==> src/rtl/dmct_pkg.sv <==
// Shared types and constants of the Dirichlet-multinomial count table.
package dmct_pkg;

  localparam int CATEGORIES_DEF    = 1024;
  localparam int COUNT_BITS_DEF    = 24;
  localparam int LOG_FRAC_BITS_DEF = 16;

  localparam int CC_BITS   = 11;
  localparam int PE_BITS   = 32;
  localparam int PT_BITS   = 48;
  localparam int CFG_BITS  = 48;
  localparam int TOT_BITS  = 32;
  localparam int LOG_IN_W  = 64;
  localparam int LOG_OUT_W = 23;
  localparam int ICNT_W    = 24;
  localparam int ITEM_W    = 10;
  localparam int DELTA_W   = 16;
  localparam int PRIOR_SH  = 16;

  localparam logic [29:0] LN2_Q30 = 30'd744261118;

  typedef enum logic [1:0] {
    CFG_CATEGORY_COUNT = 2'd0,
    CFG_PRIOR_EACH     = 2'd1,
    CFG_PRIOR_TOTAL    = 2'd2,
    CFG_NONE           = 2'd3
  } cfg_index_t;

  typedef enum logic [1:0] {
    REQ_CHANGE = 2'd0,
    REQ_LOG    = 2'd1,
    REQ_CLEAR  = 2'd2,
    REQ_DELTA  = 2'd3
  } req_type_t;

  typedef enum logic [3:0] {
    ST_INIT, ST_IDLE, ST_READ, ST_UPD, ST_TOT, ST_WIPE,
    ST_ZCHK, ST_LOGN, ST_LOGD, ST_MUL, ST_SAT, ST_DONE
  } state_t;

  typedef enum logic [1:0] {
    LG_IDLE, LG_NORM, LG_LOAD, LG_SQ
  } log_state_t;

endpackage

==> src/rtl/dmct_log2.sv <==
// Iterative fixed-point log2: normalising search then one squaring per cycle.
module dmct_log2 #(
  parameter int LOG_FRAC_BITS = dmct_pkg::LOG_FRAC_BITS_DEF
) (
  input  logic                          clk,
  input  logic                          rst,
  input  logic                          start,
  input  logic [dmct_pkg::LOG_IN_W-1:0] x,
  output logic                          done,
  output logic [LOG_FRAC_BITS+7:0]      r
);
  localparam int GUARD = LOG_FRAC_BITS + 2;
  localparam int DW    = GUARD + 6;
  localparam int IW    = $clog2(GUARD + 1);

  dmct_pkg::log_state_t state, state_next;
  logic [63:0]   xn;
  logic [5:0]    s;
  logic [2:0]    k;
  logic [IW-1:0] i;
  logic [30:0]   m;
  logic [61:0]   sq;
  logic [31:0]   t;

  assign sq = 62'(m) * 62'(m);
  assign t  = sq[61:30];

  always_comb begin
    state_next = state;
    unique case (state)
      dmct_pkg::LG_IDLE: if (start) state_next = dmct_pkg::LG_NORM;
      dmct_pkg::LG_NORM: if (k == 3'd0) state_next = dmct_pkg::LG_LOAD;
      dmct_pkg::LG_LOAD: state_next = dmct_pkg::LG_SQ;
      dmct_pkg::LG_SQ:   if (i == IW'(1)) state_next = dmct_pkg::LG_IDLE;
      default:           state_next = dmct_pkg::LG_IDLE;
    endcase
  end

  always_ff @(posedge clk) begin
    if (rst) begin
      state <= dmct_pkg::LG_IDLE;
      done  <= 1'b0;
    end else begin
      state <= state_next;
      done  <= (state == dmct_pkg::LG_SQ) && (i == IW'(1));
    end
  end

  always_ff @(posedge clk) begin
    unique case (state)
      dmct_pkg::LG_IDLE: begin
        xn <= x;
        s  <= 6'd0;
        k  <= 3'd5;
      end
      dmct_pkg::LG_NORM: begin
        // drop leading zero groups, widest first
        unique case (k)
          3'd5: if (xn[63:32] == '0) begin xn <= xn << 32; s <= s | 6'd32; end
          3'd4: if (xn[63:48] == '0) begin xn <= xn << 16; s <= s | 6'd16; end
          3'd3: if (xn[63:56] == '0) begin xn <= xn << 8;  s <= s | 6'd8;  end
          3'd2: if (xn[63:60] == '0) begin xn <= xn << 4;  s <= s | 6'd4;  end
          3'd1: if (xn[63:62] == '0) begin xn <= xn << 2;  s <= s | 6'd2;  end
          3'd0: if (!xn[63])         begin xn <= xn << 1;  s <= s | 6'd1;  end
          default: ;
        endcase
        k <= k - 3'd1;
      end
      dmct_pkg::LG_LOAD: begin
        m <= xn[63:33];
        r <= DW'(6'd63 - s);
        i <= IW'(GUARD);
      end
      dmct_pkg::LG_SQ: begin
        m <= t[31] ? t[31:1] : t[30:0];
        r <= {r[DW-2:0], t[31]};
        i <= i - IW'(1);
      end
      default: ;
    endcase
  end
endmodule

==> config.mk <==
export PLATFORM = sky130hd
export DESIGN_NAME = dmct_log2
export DESIGN_NICKNAME = d
export VERILOG_FILES = /design/src/rtl/dmct_pkg.sv /design/src/rtl/dmct_log2.sv
export SDC_FILE = /design/constraint.sdc
export NUM_CORES = 2
export LEC_CHECK = 0
export ABC_AREA = 1
export BUFFER_PORTS_ARGS = -buffer_cell sky130_fd_sc_hd__buf_2
export CAP_MARGIN = 15
export CORE_MARGIN = 2
export CORE_UTILIZATION = 40
export DETAILED_ROUTE_END_ITERATION = 8
export PLACE_DENSITY_LB_ADDON = 0.25
export RECOVER_POWER = 50
export SYNTH_ARGS = -nofsm -noshare
export SYNTH_HDL_FRONTEND = slang
export SYNTH_SLANG_ARGS = --single-unit
==> constraint.sdc <==
create_clock -name clk -period 9.7 [get_ports clk]
set_clock_uncertainty 0.2 [all_clocks]
set_input_delay 0.485 -clock clk [delete_from_list [all_inputs] [get_ports clk]]
set_output_delay 0.485 -clock clk [all_outputs]
set_load 0.05 [all_outputs]
==> reports/results.ini <==
[run_status]
status=finished, violations left
violations=max-capacitance violations, max-slew violations

[cts]
clockRootBuffer=clkbuf_16
cts_tree=built
h-tree-depth=4
cts_buffer_depth=2
cts_setup_buffers=0
clock_latency_ps=430
ctsHoldBuffers=0
cts.clk_slew.worst_paths_ps=70
cts_resized=0
cts_buffers=17
cts.sinks=136

[detailed_routing]
wl_per_cell_um=17.9
wl_um=107000
viasPerCell=4.89
drtPass1Iterations=5
antenna_left=0
drc=0
dr_total_vias=29307
initialDrtViolationCount=2085

[critical_path]
path_common_cell=nand2_1
crit_path_end=m[20]
critPathRequiredTime_ps=9680
critPathLaunch=m[12]
worstSetupPathType=register to register
slowest_stage=edfxtp_1
cpPeakStageDelay_ps=1120
r2r_slack_ps=1160
cp-start-kind=register
rr_endpoint=m[20]
r2r_cells=29
arrival_ps=8520
end_kind=register
crit_path_max_fanout=30
r2r-start=m[12]

[synthesis]
synth.top_cell.area_share_pct=40.2
synth_edf_count=133
synth_cells=4712
syn_avg_cell_area_um2=7.89
synth_fp_nets=5809
yosysTopAreaCell=fa_1
syn-cell-area_um2=37200
synth_commonest_cells=inv_1, nand2_1, fa_1
async_reset_ff_share_pct=0
ys.flop_type=edfxtp_1
synthTopCellsByArea=fa_1, inv_1, nand2_1, edfxtp_1, ha_1
synth-seq-area-share_pct=10.9
synth_cell_type_count=47
yosysWarnings=0
ys_seq_elements=136
synth_most_common_cell=inv_1

[sta]
relSlewSlack_pct=-75.0
setup_viol=0
min_period_ps=8540
worst_slew_pin_slew_ps=2620
fmax_mhz=117
fin_tns_setup_ps=0
fin_crit_sh_pct=88.1
worst_slack_ps=1160
final_hold_viol_count=0
drv_slew=170
rsz0062_at_grt=no

[floorplan]
start_util_pct=40.5
die_w_um=309
die_h_um=309
design.die.area_um2=95400
fp-row-count=111
ioPinCount=92
core-area_um2=91900

[cells_and_area]
fin_area_um2=39700
layout-drive-gt1-share_pct=3.94
nNetsFinal=5831
n_fill_cell=9524
fin_util_pct=43.1
areaGrowthSynthToFinish_pct=6.62
n_antenna_cell=0

[flow_run]
cap_violations=4

[global_routing]
grt_pass1_wl_um=173000
overflow=0
first_global_vias=31183
antenna_found_initial=2
grt_usage_pct=23.4
grt_start_max_net_pins=71

[placement]
hpwlAfterDp_um=88900
gp_congestion=0.987
dpl-instance-area_um2=39100
portBuffers=91
pre_cts_slack_ps=1190

[worst_hold_path]
min_from=rst
hold_path.class=input port to register

-- worst max-delay path, delay by kind of cell (launching register included) --
family,cells,cell delay (ps)
adder cells (fa/ha/maj),9,4230
flip-flops,1,1120
AND/OR/NAND/NOR,14,1950
buffers and inverters,6,730
-- flip-flops by register name (all words and copies together), names as in the netlist --
signal  count
xn         64
m          31
s           6
state       2
done        1
r          24
k           3
i           5
-- kinds of logic after synthesis --
family,after synthesis,share of synthesized area (%)
and+or+nand+nor,1548,16.6
xor gates and xnor gates,31,0.730
DFF,136,10.9
adders and majority gates,1030,49.7
AOI/OAI and AO/OA,365,5.79
buffers and inverters,1602,16.3
-- cell type report --
class                      count  area (um^2)  share of cell area, %
timing repair buffer         161          956                   2.41
clock buffer                  19          433                   1.09
clock inverter                13          145                  0.366
sequential                   136         4050                   10.2
inverter                    1444         5420                   13.7
multi-input combinational   2974        27100                   68.3
tap                         1243         1560                   3.92
-- layout by cell type (no fill, tap or decap), types with 3 or more instances in the layout --
master and n:
a31oi_1 3, a221oi_1 32, and3_1 3, nand3b_1 10
nor4_1 13, o22ai_1 70, edfxtp_1 133, nand2_2 5
dfxtp_1 3, inv_1 1439, or2_2 6, nand2_1 1233
nor3_1 13, o21ai_0 113, nor2_1 149, xor2_1 17
a22oi_1 3, ha_1 283, a2111oi_0 6, clkbuf_16 17
buf_2 66, nand4_1 16, buf_4 63, inv_2 4
nand3_1 89, a211oi_1 7, o21bai_1 12, inv_6 4
fa_1 747, clkbuf_1 32, clkinvlp_4 5, a21oi_1 106
xnor2_1 14
-- worst min path at each step --
stage,to,cells past startpoint
final,state[0],2
after CTS,state[0],2
after detailed placement,r[23],2
after floorplan,m[28],2
after global routing,state[0],2
after global placement,r[12],2
-- stage by stage --
step / hold slack (ps) / cells
finish: 73.2 / 5990
global route: 60.8 / 5990
detailed placement: 314 / 5958
global placement: 315 / 5958
floorplan: 320 / 4712
CTS: 56.9 / 5990
-- layer usage --
layer | track usage (%) | up-vias | wire [um] | part of all wire (%)
li1 | - | 13763 | - | -
met1 | 32.9 | 14574 | 47700 | 44
met2 | 40.1 | 858 | 52200 | 49
met3 | 1.35 | 112 | 5290 | 4.9
met4 | 4.57 | 0 | 2100 | 2.0
met5 | 0 | - | 0 | 0
Power is not shown: default switching activity piles up to over one toggle a cycle in this logic, so the estimate is an artifact.
